===== src/hw/rtl/pdts_pkg.sv =====
// Shared types and codes of the priority-decay thread scheduler.
package pdts_pkg;

  localparam logic [2:0] FUNC_TICK   = 3'd0;
  localparam logic [2:0] FUNC_ADD    = 3'd1;
  localparam logic [2:0] FUNC_REMOVE = 3'd2;
  localparam logic [2:0] FUNC_PAUSE  = 3'd3;
  localparam logic [2:0] FUNC_WAKE   = 3'd4;
  localparam logic [2:0] FUNC_BLOCK  = 3'd5;

  localparam logic [1:0] ST_OK        = 2'd0;
  localparam logic [1:0] ST_BAD_STATE = 2'd1;
  localparam logic [1:0] ST_SHORT     = 2'd2;
  localparam logic [1:0] ST_BUSY      = 2'd3;

  localparam logic [9:0] MS_PER_TICK_RESET = 10'd10;

  typedef struct packed {
    logic [2:0]  func;
    logic [3:0]  thread_id;
    logic [4:0]  base_priority;
    logic [15:0] duration_ms;
  } in_t;

  typedef struct packed {
    logic [3:0]  selected_thread;
    logic        selected_valid;
    logic [4:0]  runnable_count;
    logic [4:0]  total_count;
    logic [31:0] tick_count;
    logic [1:0]  status;
  } out_t;

endpackage


===== src/hw/rtl/pdts_ram.sv =====
// Generic single-port-write, single-port-read RAM with registered read data.
module pdts_ram #(
  parameter int WIDTH = 8,
  parameter int DEPTH = 16
) (
  input  logic                                   clk,
  input  logic                                   we,
  input  logic [(DEPTH > 1 ? $clog2(DEPTH) : 1)-1:0] waddr,
  input  logic [WIDTH-1:0]                       wdata,
  input  logic                                   re,
  input  logic [(DEPTH > 1 ? $clog2(DEPTH) : 1)-1:0] raddr,
  output logic [WIDTH-1:0]                       rdata
);

  logic [WIDTH-1:0] mem [DEPTH];

  always_ff @(posedge clk) begin
    if (we) begin
      mem[waddr] <= wdata;
    end
    if (re) begin
      rdata <= mem[raddr];
    end
  end

endmodule


===== src/hw/rtl/priority_decay_thread_scheduler.sv =====
// Top level of the priority-decay thread scheduler (multilevel feedback queue).
//
// Usage:
//   in_valid/in_stall carries one request transaction (in_data: func, thread_id,
//   base_priority, duration_ms). out_valid/out_stall carries one result
//   transaction per request: head of the highest non-empty level, counts,
//   tick count and a status code. cfg_wr_en/cfg_wr_data write ms_per_tick;
//   write it only while the block is idle.
// Request handling (one request at a time, set by the single-port
//   state memories and the list walk through the link memory):
//   - add, wake: enqueue; block, remove of a runnable thread: unlink by list walk.
//   - timed pause: the bit-serial divider runs first, then the unlink walk.
//   - tick: scan every slot, count down each timed wait and requeue each
//     expired one at its base level, then dequeue the selected head, decay
//     it and requeue it.
// Reset (rst_n low, synchronous): all slots absent, all levels empty, counters
//   zero, ms_per_tick back to 10. No clearing pass is needed.
// Stall: a result holds in the output register while out_stall is high; the
//   next request may be accepted meanwhile and finishes its work, then waits
//   for the output register before returning to idle.
module priority_decay_thread_scheduler #(
  parameter int NUM_LEVELS  = 32,
  parameter int NUM_THREADS = 16
) (
  input  logic           clk,
  input  logic           rst_n,
  input  logic           in_valid,
  output logic           in_stall,
  input  pdts_pkg::in_t  in_data,
  output logic           out_valid,
  input  logic           out_stall,
  output pdts_pkg::out_t out_data,
  input  logic           cfg_wr_en,
  input  logic [9:0]     cfg_wr_data
);
  import pdts_pkg::*;

  localparam int TW = $clog2(NUM_THREADS);
  localparam int LW = $clog2(NUM_LEVELS);
  localparam int CW = $clog2(NUM_THREADS + 1);

  typedef enum logic [1:0] {
    MODE_ABSENT  = 2'd0,
    MODE_RUN     = 2'd1,
    MODE_BLOCKED = 2'd2,
    MODE_TIMED   = 2'd3
  } mode_t;

  typedef enum logic [4:0] {
    S_IDLE, S_DIV, S_DISPATCH, S_TRD,
    S_ENQ0, S_ENQ1, S_ENQ2,
    S_DEQ0, S_DEQ1, S_DEQ2,
    S_SCAN, S_SCAN_W, S_SCAN_N,
    S_SEL, S_SEL_H, S_SEL_T, S_SEL_E,
    S_FIN, S_FIN_W
  } state_t;

  typedef struct packed {
    logic [LW-1:0] base;
    logic [LW-1:0] cur;
    logic [15:0]   wait_left;
  } thr_word_t;

  typedef struct packed {
    logic [TW-1:0] head;
    logic [TW-1:0] tail;
  } lvl_word_t;

  function automatic logic [LW-1:0] top_level(input logic [NUM_LEVELS-1:0] v);
    logic [LW-1:0] r;
    r = '0;
    for (int i = 0; i < NUM_LEVELS; i++) begin
      if (v[i]) r = LW'(i);
    end
    return r;
  endfunction

  // Registers
  state_t          state_r, state_nxt, ret_r, ret_nxt;
  logic [9:0]      ms_r;
  logic [2:0]      func_r, func_nxt;
  logic [TW-1:0]   tid_r, tid_nxt;
  logic            idok_r, idok_nxt;
  logic [LW-1:0]   bp_r, bp_nxt;
  logic [1:0]      status_r, status_nxt;
  logic [15:0]     quo_r, quo_nxt;
  logic [9:0]      rem_r, rem_nxt;
  logic [3:0]      dcnt_r, dcnt_nxt;
  mode_t           mode_r [NUM_THREADS];
  mode_t           mode_nxt [NUM_THREADS];
  logic [NUM_LEVELS-1:0] occ_r, occ_nxt;
  logic [CW-1:0]   rcnt_r, rcnt_nxt, tot_r, tot_nxt;
  logic [31:0]     tick_r, tick_nxt;
  logic [TW-1:0]   sub_t_r, sub_t_nxt;
  logic [LW-1:0]   sub_lv_r, sub_lv_nxt;
  logic [TW-1:0]   lhead_r, lhead_nxt, ltail_r, ltail_nxt;
  logic [TW-1:0]   cur_r, cur_nxt, prev_r, prev_nxt, n_r, n_nxt;
  logic            hprev_r, hprev_nxt;
  logic [TW-1:0]   idx_r, idx_nxt;
  thr_word_t       thq_r, thq_nxt;
  out_t            out_r, out_nxt;
  logic            out_valid_r, out_valid_nxt;

  // Memory ports
  logic            thr_we, thr_re, lnk_we, lnk_re, lvl_we, lvl_re;
  logic [TW-1:0]   thr_wa, thr_ra, lnk_wa, lnk_ra, lnk_wd, lnk_rd;
  logic [LW-1:0]   lvl_wa, lvl_ra;
  thr_word_t       thr_wd, thr_rd;
  lvl_word_t       lvl_wd, lvl_rd;

  pdts_ram #(.WIDTH($bits(thr_word_t)), .DEPTH(NUM_THREADS)) u_thr_ram (
    .clk(clk), .we(thr_we), .waddr(thr_wa), .wdata(thr_wd),
    .re(thr_re), .raddr(thr_ra), .rdata(thr_rd)
  );

  pdts_ram #(.WIDTH(TW), .DEPTH(NUM_THREADS)) u_lnk_ram (
    .clk(clk), .we(lnk_we), .waddr(lnk_wa), .wdata(lnk_wd),
    .re(lnk_re), .raddr(lnk_ra), .rdata(lnk_rd)
  );

  pdts_ram #(.WIDTH($bits(lvl_word_t)), .DEPTH(NUM_LEVELS)) u_lvl_ram (
    .clk(clk), .we(lvl_we), .waddr(lvl_wa), .wdata(lvl_wd),
    .re(lvl_re), .raddr(lvl_ra), .rdata(lvl_rd)
  );

  logic          in_acc;
  logic [9:0]    divisor;
  logic [10:0]   trial;
  logic [LW-1:0] hi_lv;
  logic          any_occ;

  assign in_stall  = (state_r != S_IDLE);
  assign in_acc    = in_valid && !in_stall;
  assign divisor   = (ms_r == '0) ? 10'd1 : ms_r;
  assign trial     = {rem_r, quo_r[15]};
  assign hi_lv     = top_level(occ_r);
  assign any_occ   = (occ_r != '0);
  assign out_valid = out_valid_r;
  assign out_data  = out_r;

  always_comb begin
    state_nxt  = state_r;
    ret_nxt    = ret_r;
    func_nxt   = func_r;
    tid_nxt    = tid_r;
    idok_nxt   = idok_r;
    bp_nxt     = bp_r;
    status_nxt = status_r;
    quo_nxt    = quo_r;
    rem_nxt    = rem_r;
    dcnt_nxt   = dcnt_r;
    mode_nxt   = mode_r;
    occ_nxt    = occ_r;
    rcnt_nxt   = rcnt_r;
    tot_nxt    = tot_r;
    tick_nxt   = tick_r;
    sub_t_nxt  = sub_t_r;
    sub_lv_nxt = sub_lv_r;
    lhead_nxt  = lhead_r;
    ltail_nxt  = ltail_r;
    cur_nxt    = cur_r;
    prev_nxt   = prev_r;
    n_nxt      = n_r;
    hprev_nxt  = hprev_r;
    idx_nxt    = idx_r;
    thq_nxt    = thq_r;
    out_nxt    = out_r;
    out_valid_nxt = out_valid_r && out_stall;

    thr_we = 1'b0; thr_wa = '0; thr_wd = '0; thr_re = 1'b0; thr_ra = '0;
    lnk_we = 1'b0; lnk_wa = '0; lnk_wd = '0; lnk_re = 1'b0; lnk_ra = '0;
    lvl_we = 1'b0; lvl_wa = '0; lvl_wd = '0; lvl_re = 1'b0; lvl_ra = '0;

    unique case (state_r)
      S_IDLE: begin
        if (in_acc) begin
          // Capture the request transaction.
          func_nxt   = in_data.func;
          tid_nxt    = TW'(in_data.thread_id);
          idok_nxt   = int'(in_data.thread_id) < NUM_THREADS;
          bp_nxt     = (int'(in_data.base_priority) > NUM_LEVELS - 1) ?
                       LW'(NUM_LEVELS - 1) : LW'(in_data.base_priority);
          status_nxt = ST_OK;
          quo_nxt    = in_data.duration_ms;
          rem_nxt    = '0;
          dcnt_nxt   = '0;
          state_nxt  = (in_data.func == FUNC_PAUSE) ? S_DIV : S_DISPATCH;
        end
      end

      S_DIV: begin
        // One quotient bit per cycle.
        if (trial >= {1'b0, divisor}) begin
          rem_nxt = 10'(trial - {1'b0, divisor});
          quo_nxt = {quo_r[14:0], 1'b1};
        end else begin
          rem_nxt = trial[9:0];
          quo_nxt = {quo_r[14:0], 1'b0};
        end
        dcnt_nxt = dcnt_r + 4'd1;
        if (dcnt_r == 4'd15) state_nxt = S_DISPATCH;
      end

      S_DISPATCH: begin
        state_nxt = S_FIN;
        if (func_r == FUNC_TICK) begin
          tick_nxt  = tick_r + 32'd1;
          idx_nxt   = '0;
          state_nxt = S_SCAN;
        end else if (func_r <= FUNC_BLOCK && !idok_r) begin
          status_nxt = ST_BAD_STATE;
        end else if (func_r == FUNC_ADD) begin
          if (mode_r[tid_r] != MODE_ABSENT) begin
            status_nxt = ST_BUSY;
          end else begin
            thr_we = 1'b1; thr_wa = tid_r;
            thr_wd = '{base: bp_r, cur: bp_r, wait_left: 16'd0};
            mode_nxt[tid_r] = MODE_RUN;
            tot_nxt    = tot_r + CW'(1);
            sub_t_nxt  = tid_r;
            sub_lv_nxt = bp_r;
            ret_nxt    = S_FIN;
            state_nxt  = S_ENQ0;
          end
        end else if (func_r == FUNC_REMOVE) begin
          if (mode_r[tid_r] == MODE_ABSENT) status_nxt = ST_BAD_STATE;
          else begin
            thr_re = 1'b1; thr_ra = tid_r; state_nxt = S_TRD;
          end
        end else if (func_r == FUNC_PAUSE) begin
          // Short duration is checked before the thread's mode.
          if (quo_r == '0) status_nxt = ST_SHORT;
          else if (mode_r[tid_r] != MODE_RUN) status_nxt = ST_BAD_STATE;
          else begin
            thr_re = 1'b1; thr_ra = tid_r; state_nxt = S_TRD;
          end
        end else if (func_r == FUNC_WAKE) begin
          if (mode_r[tid_r] != MODE_BLOCKED && mode_r[tid_r] != MODE_TIMED)
            status_nxt = ST_BAD_STATE;
          else begin
            thr_re = 1'b1; thr_ra = tid_r; state_nxt = S_TRD;
          end
        end else if (func_r == FUNC_BLOCK) begin
          if (mode_r[tid_r] != MODE_RUN) status_nxt = ST_BAD_STATE;
          else begin
            thr_re = 1'b1; thr_ra = tid_r; state_nxt = S_TRD;
          end
        end
      end

      S_TRD: begin
        // Slot word is here; finish the request.
        sub_t_nxt  = tid_r;
        sub_lv_nxt = thr_rd.cur;
        ret_nxt    = S_FIN;
        state_nxt  = S_FIN;
        if (func_r == FUNC_REMOVE) begin
          mode_nxt[tid_r] = MODE_ABSENT;
          tot_nxt = tot_r - CW'(1);
          if (mode_r[tid_r] == MODE_RUN) state_nxt = S_DEQ0;
        end else if (func_r == FUNC_PAUSE) begin
          thr_we = 1'b1; thr_wa = tid_r;
          thr_wd = '{base: thr_rd.base, cur: thr_rd.cur, wait_left: quo_r};
          mode_nxt[tid_r] = MODE_TIMED;
          state_nxt = S_DEQ0;
        end else if (func_r == FUNC_WAKE) begin
          thr_we = 1'b1; thr_wa = tid_r;
          thr_wd = '{base: thr_rd.base, cur: thr_rd.base, wait_left: 16'd0};
          mode_nxt[tid_r] = MODE_RUN;
          sub_lv_nxt = thr_rd.base;
          state_nxt  = S_ENQ0;
        end else begin
          mode_nxt[tid_r] = MODE_BLOCKED;
          state_nxt = S_DEQ0;
        end
      end

      S_ENQ0: begin
        lvl_re = 1'b1; lvl_ra = sub_lv_r;
        state_nxt = S_ENQ1;
      end

      S_ENQ1: begin
        lhead_nxt = lvl_rd.head;
        if (occ_r[sub_lv_r]) begin
          lnk_we = 1'b1; lnk_wa = lvl_rd.tail; lnk_wd = sub_t_r;
        end
        state_nxt = S_ENQ2;
      end

      S_ENQ2: begin
        lnk_we = 1'b1; lnk_wa = sub_t_r; lnk_wd = sub_t_r;
        lvl_we = 1'b1; lvl_wa = sub_lv_r;
        lvl_wd = '{head: occ_r[sub_lv_r] ? lhead_r : sub_t_r, tail: sub_t_r};
        occ_nxt[sub_lv_r] = 1'b1;
        rcnt_nxt  = rcnt_r + CW'(1);
        state_nxt = ret_r;
      end

      S_DEQ0: begin
        if (!occ_r[sub_lv_r]) state_nxt = ret_r;
        else begin
          lvl_re = 1'b1; lvl_ra = sub_lv_r; state_nxt = S_DEQ1;
        end
      end

      S_DEQ1: begin
        lhead_nxt = lvl_rd.head;
        ltail_nxt = lvl_rd.tail;
        cur_nxt   = lvl_rd.head;
        hprev_nxt = 1'b0;
        n_nxt     = '0;
        lnk_re = 1'b1; lnk_ra = lvl_rd.head;
        state_nxt = S_DEQ2;
      end

      S_DEQ2: begin
        // Walk the list one link per cycle; lnk_rd is the link of cur.
        if (cur_r == sub_t_r) begin
          if (!hprev_r) begin
            if (cur_r == ltail_r) occ_nxt[sub_lv_r] = 1'b0;
            else begin
              lvl_we = 1'b1; lvl_wa = sub_lv_r;
              lvl_wd = '{head: lnk_rd, tail: ltail_r};
            end
          end else begin
            lnk_we = 1'b1; lnk_wa = prev_r; lnk_wd = lnk_rd;
            if (cur_r == ltail_r) begin
              lvl_we = 1'b1; lvl_wa = sub_lv_r;
              lvl_wd = '{head: lhead_r, tail: prev_r};
            end
          end
          rcnt_nxt  = rcnt_r - CW'(1);
          state_nxt = ret_r;
        end else if (cur_r == ltail_r || n_r == TW'(NUM_THREADS - 1)) begin
          state_nxt = ret_r;
        end else begin
          prev_nxt  = cur_r;
          hprev_nxt = 1'b1;
          cur_nxt   = lnk_rd;
          n_nxt     = n_r + TW'(1);
          lnk_re = 1'b1; lnk_ra = lnk_rd;
        end
      end

      S_SCAN: begin
        if (mode_r[idx_r] == MODE_TIMED) begin
          thr_re = 1'b1; thr_ra = idx_r; state_nxt = S_SCAN_W;
        end else begin
          state_nxt = S_SCAN_N;
        end
      end

      S_SCAN_W: begin
        thr_we = 1'b1; thr_wa = idx_r;
        if (thr_rd.wait_left <= 16'd1) begin
          // Wait ran out: rejoin at the base level.
          thr_wd = '{base: thr_rd.base, cur: thr_rd.base, wait_left: 16'd0};
          mode_nxt[idx_r] = MODE_RUN;
          sub_t_nxt  = idx_r;
          sub_lv_nxt = thr_rd.base;
          ret_nxt    = S_SCAN_N;
          state_nxt  = S_ENQ0;
        end else begin
          thr_wd = '{base: thr_rd.base, cur: thr_rd.cur,
                     wait_left: thr_rd.wait_left - 16'd1};
          state_nxt = S_SCAN_N;
        end
      end

      S_SCAN_N: begin
        if (idx_r == TW'(NUM_THREADS - 1)) state_nxt = S_SEL;
        else begin
          idx_nxt = idx_r + TW'(1); state_nxt = S_SCAN;
        end
      end

      S_SEL: begin
        if (any_occ) begin
          lvl_re = 1'b1; lvl_ra = hi_lv; state_nxt = S_SEL_H;
        end else begin
          state_nxt = S_FIN;
        end
      end

      S_SEL_H: begin
        sub_t_nxt = lvl_rd.head;
        thr_re = 1'b1; thr_ra = lvl_rd.head;
        state_nxt = S_SEL_T;
      end

      S_SEL_T: begin
        thq_nxt    = thr_rd;
        sub_lv_nxt = thr_rd.cur;
        ret_nxt    = S_SEL_E;
        state_nxt  = S_DEQ0;
      end

      S_SEL_E: begin
        // Decay one level, or reload from base at level zero, then requeue.
        thr_we = 1'b1; thr_wa = sub_t_r;
        thr_wd = thq_r;
        thr_wd.cur = (thq_r.cur != '0) ? thq_r.cur - LW'(1) : thq_r.base;
        sub_lv_nxt = thr_wd.cur;
        ret_nxt    = S_FIN;
        state_nxt  = S_ENQ0;
      end

      S_FIN: begin
        if (any_occ) begin
          lvl_re = 1'b1; lvl_ra = hi_lv;
        end
        state_nxt = S_FIN_W;
      end

      S_FIN_W: begin
        // Hold until the output register is free.
        if (!out_valid_r || !out_stall) begin
          out_nxt.selected_thread = any_occ ? 4'(lvl_rd.head) : 4'd0;
          out_nxt.selected_valid  = any_occ;
          out_nxt.runnable_count  = 5'(rcnt_r);
          out_nxt.total_count     = 5'(tot_r);
          out_nxt.tick_count      = tick_r;
          out_nxt.status          = status_r;
          out_valid_nxt = 1'b1;
          state_nxt     = S_IDLE;
        end
      end

      default: state_nxt = S_IDLE;
    endcase
  end

  always_ff @(posedge clk) begin
    if (!rst_n) begin
      state_r     <= S_IDLE;
      ret_r       <= S_FIN;
      ms_r        <= MS_PER_TICK_RESET;
      occ_r       <= '0;
      rcnt_r      <= '0;
      tot_r       <= '0;
      tick_r      <= '0;
      out_valid_r <= 1'b0;
      for (int i = 0; i < NUM_THREADS; i++) mode_r[i] <= MODE_ABSENT;
    end else begin
      state_r     <= state_nxt;
      ret_r       <= ret_nxt;
      if (cfg_wr_en) ms_r <= cfg_wr_data;
      occ_r       <= occ_nxt;
      rcnt_r      <= rcnt_nxt;
      tot_r       <= tot_nxt;
      tick_r      <= tick_nxt;
      out_valid_r <= out_valid_nxt;
      mode_r      <= mode_nxt;
    end
    func_r   <= func_nxt;
    tid_r    <= tid_nxt;
    idok_r   <= idok_nxt;
    bp_r     <= bp_nxt;
    status_r <= status_nxt;
    quo_r    <= quo_nxt;
    rem_r    <= rem_nxt;
    dcnt_r   <= dcnt_nxt;
    sub_t_r  <= sub_t_nxt;
    sub_lv_r <= sub_lv_nxt;
    lhead_r  <= lhead_nxt;
    ltail_r  <= ltail_nxt;
    cur_r    <= cur_nxt;
    prev_r   <= prev_nxt;
    n_r      <= n_nxt;
    hprev_r  <= hprev_nxt;
    idx_r    <= idx_nxt;
    thq_r    <= thq_nxt;
    out_r    <= out_nxt;
  end

  // Between requests, runnable threads are a subset of present threads.
  a_run_le_total: assert property (@(posedge clk) disable iff (!rst_n)
    (state_r == S_IDLE) |-> (rcnt_r <= tot_r))
    else $error("runnable count exceeds total count");

  // Between requests, the occupancy mask and runnable count agree.
  a_occ_vs_count: assert property (@(posedge clk) disable iff (!rst_n)
    (state_r == S_IDLE) |-> ((occ_r == '0) == (rcnt_r == '0)))
    else $error("level occupancy disagrees with runnable count");

  // A reported selection goes with a non-empty run queue.
  a_sel_consistent: assert property (@(posedge clk) disable iff (!rst_n)
    out_valid_r |-> (out_r.selected_valid == (out_r.runnable_count != 5'd0)))
    else $error("selected_valid inconsistent with runnable_count");

endmodule


===== config.mk =====
export PLATFORM = sky130hd
export DESIGN_NAME = priority_decay_thread_scheduler
export DESIGN_NICKNAME = d
export VERILOG_FILES = /design/src/hw/rtl/pdts_pkg.sv /design/src/hw/rtl/pdts_ram.sv /design/src/hw/rtl/priority_decay_thread_scheduler.sv
export SDC_FILE = /design/constraint.sdc
export NUM_CORES = 2
export LEC_CHECK = 0
export BUFFER_PORTS_ARGS = -buffer_cell sky130_fd_sc_hd__buf_4
export CORE_UTILIZATION = 55
export DETAILED_ROUTE_END_ITERATION = 8
export PLACE_DENSITY = 0.71
export SKIP_CTS_REPAIR_TIMING = 1
export SLEW_MARGIN = 20
export SYNTH_ARGS = -nofsm -noshare
export SYNTH_HDL_FRONTEND = slang
export SYNTH_SLANG_ARGS = --single-unit

===== constraint.sdc =====
create_clock -name clk -period 8.75 [get_ports clk]
set_input_delay 0.4375 -clock clk [delete_from_list [all_inputs] [get_ports clk]]
set_output_delay 0.4375 -clock clk [all_outputs]
set_load 0.02 [all_outputs]

==> metrics.txt <==
chip width=290 µm; Die Y=290 µm; Warnings, synthesis=0; CTS root buffer=clkbuf_16; Hold WS=-0.00446 ns; area taken by multi-input logic gates=14,600 µm²; P_sw=about 3.3 mW; Pwr Total=approximately 12 mW; drt first pass iters=8; cts bufs inserted=roughly 110; Area growth syn-to-layout=12.5%; Antenna diodes=0; slew margin rel.=0.248; gr usage total=0.278; CP Class=register to register; routability congestion estimate=0.963; drt drc=0; Worst Hold Class=primary input to register; Clock Path Buffers=3; Final ANT Viol Nets=0; Netlist cell types=80; Max-cap violations=0; synthesized cell area=45,600 µm²; I/O pin cnt=94; initial antenna violation count=3; Worst Tran Pin Value=between 1 and 1.5 ns; ys async rst share=0; Post-Route WL=119,000 µm; Core Rows=105; vias post-DR=30,852; Mapped Cells=3,510; average cell area after synthesis=13.0 µm²; arrival time worst endpoint=5.72 ns; P_int=a little under 9 mW; worst skew pair latency=0.73 ns; largest cells by area after synthesis=edfxtp_1 61%, dfxtp_1 5.5%, nand2_1 3.1%; gr ovfl total=0; first-pass GRT wire length=179,000 µm; CTS sink count=1,052; status=complete, but fails checks; clock skew=0.0854 ns; Synth Flop Type=edfxtp_1; vias in the first global route=a little under 30,000; PortBufs=93; Seq pwr share=0.496; largest net degree at the start of global routing=101; Iter 0 DRT Violations=3,954; post-synth top area cell=edfxtp_1; post-route setup TNS=0 ns; Tcrit/Tclk final=0.600; die area=around 84,000 µm²; Initial Util=0.556; failing checks=hold timing; ratio of cells with drive above 1 in the final layout=0.138; Clk pin slew, worst setup/hold paths=approximately 0.060 ns; Pleak=17.0 nW; Sw Ratio=0.272; maximum VDD drop=0.166 mV; Nets=3,664; Core Area=82,100 µm²; Clock Power Share=0.368; Crit. End Element=register; Post-synth EDFFs=927; maximum clock frequency=191 MHz; PwrDens=roughly 230 nW/µm²; Worst Path Required=9.22 ns; logic gate share of total power=0.136; DR vias/cell=6.50; CTS tree=yes; Tmin final=approximately 5.2 ns; Seq cells post-synth=~1,100; crit start category=register; HPWL Detailed=a little over 70,000 µm; CP max FO=77; register area=between 30,000 and 40,000 µm²; Syn Nets=3,582; # H-tree levels=3; post-synthesis sequential area ratio=0.665; Final Max Tran Viols=0; RSZ-0062 raised after global routing=no; fill cell count=6,086; Synth top area share=0.610; Hold Fails Final Rpt=2; DR WL/cell=25.0 µm; Final Setup Violations=0
## worst max-delay path, stage by stage (launching register included)
cell	delay, ns
edfxtp_1	0.76
or2_2	0.27
o22ai_1	0.07
a2111oi_0	0.50
nor4_1	0.13
a31oi_1	0.43
nand2_2	0.47
nand2_4	0.92
buf_4	0.54
mux2i_1	0.23
a211oi_1	0.08
or4_1	0.57
## registers in the layout (all words and copies together), names as in the netlist, 5 cells and up, named ones only
| register | cells |
|---|---|
| u_lvl_ram.rdata | 8 |
| bp_r | 5 |
| sub_lv_r | 5 |
| u_lnk_ram.mem | 64 |
| ms_r | 10 |
| rem_r | 10 |
| state_r | 5 |
| mode_r | 32 |
| u_thr_ram.rdata | 26 |
| u_lvl_ram.mem | 256 |
| rcnt_r | 5 |
| tot_r | 5 |
| u_thr_ram.mem | 416 |
| thq_r | 26 |
| out_data | 49 |
| quo_r | 16 |
| tick_r | 32 |
## synthesized netlist by cell type (12+ instances only)
library cell  count
nor2_1          231
and3_1           98
and2_1           50
clkbuf_1        154
a221oi_1         15
a32oi_1          26
inv_1            47
nand2b_1         33
a22oi_1          52
nand4_1          18
a211oi_1         90
a31oi_1          59
o211ai_1         30
xnor2_1          57
buf_1            24
nand3_1          99
a311oi_1         29
or2_2            13
o221ai_1         55
nor4_1           24
buf_2            28
mux2_2           54
mux2i_1         127
a21boi_0         14
a21oi_1         122
nand2_1         381
dfxtp_1         125
a22o_1           12
or3_1            16
o22ai_1          52
ha_1             26
o21ai_0         116
nor3_1           37
edfxtp_1        927
nor2b_1          42
xor2_1           16
or4_1            17
o221a_2          36
## layout make-up
cell class              instances  area share
flip-flops and latches       1052       0.591
well taps                    1070      0.0261
repair buffers                185      0.0288
clock buffers                 122      0.0534
clock inverters                73      0.0134
inverters                      49     0.00358
multi-input cells            2199       0.284
## per-stage QoR
step / instances / hold WS [ns] / cell area (µm²) / utilization / worst slack (ns)
detailed placement: 4545 / 0.442 / 47800 / 0.582 / 3.60
CTS: 4740 / -0.0674 / 51200 / 0.624 / 3.60
global placement: 4541 / 0.441 / 47700 / 0.581 / 3.63
finish: 4750 / -0.00446 / 51300 / 0.625 / 3.50
global route: 4750 / -0.00849 / 51300 / 0.625 / 3.31
floorplan: 3510 / 0.427 / 45600 / - / 4.45
## logic make-up after synthesis
logic type / count (synthesis) / synth area share
DFF: 1052 / 0.665
buffers and inverters: 259 / 0.0227
AOI/OAI and AO/OA: 818 / 0.129
xor gates and xnor gates: 73 / 0.0140
muxes: 194 / 0.0474
adders and majority gates: 29 / 0.00845
and+or+nand+nor: 1085 / 0.113
## per-layer routing
| metal | track usage | vias up | routed length, µm |
|---|---|---|---|
| met5 | 0 | - | 13 |
| met4 | 0.0793 | 2 | 3040 |
| met3 | 0.0555 | 224 | 12100 |
| met2 | 0.415 | 1641 | 52800 |
| met1 | 0.415 | 15195 | 50600 |
| li1 | - | 13790 | - |
## worst paths after layout
path,end,slack (ns),cells after the start,start
worst max-delay path,u_thr_ram.rdata[12],3.50,11,idx_r[1]
worst min-delay path,ms_r[2],-0.004,3,cfg_wr_data[2]
worst max register to register,u_thr_ram.rdata[12],3.50,11,idx_r[1]
worst min register to register,out_data[38],0.46,0,tot_r[4]
## power groups by stage
stage / Clock, mW / Combinational, mW / Sequential, mW
CTS: 4.47 / 1.61 / 5.96
detailed placement: 0 / 1.60 / 6.07
global route: 4.67 / 1.77 / 5.99
global placement: 0 / 1.57 / 6.06
finish: 4.43 / 1.64 / 5.98
floorplan: 0 / 1.12 / 5.95
## layout by cell type (no fill, tap or decap), types with 27 or more instances in the layout
master       n
and3_1      98
buf_4      171
a311oi_1    29
a211oi_1    90
xnor2_1     57
inv_1       47
mux2i_1    127
o221a_2     36
clkinv_2    28
mux2_2      54
nand2b_1    33
clkinv_1    27
o221ai_1    52
dfxtp_1    125
o211ai_1    30
nand2_1    378
o21ai_0    111
a22oi_1     52
nor2_1     210
edfxtp_1   927
and2_1      50
nor3_1      35
nor2b_1     42
o22ai_1     48
clkbuf_16  107
nand3_1     99
a31oi_1     58
a21oi_1    118
Power figures use the tool's default switching activity.
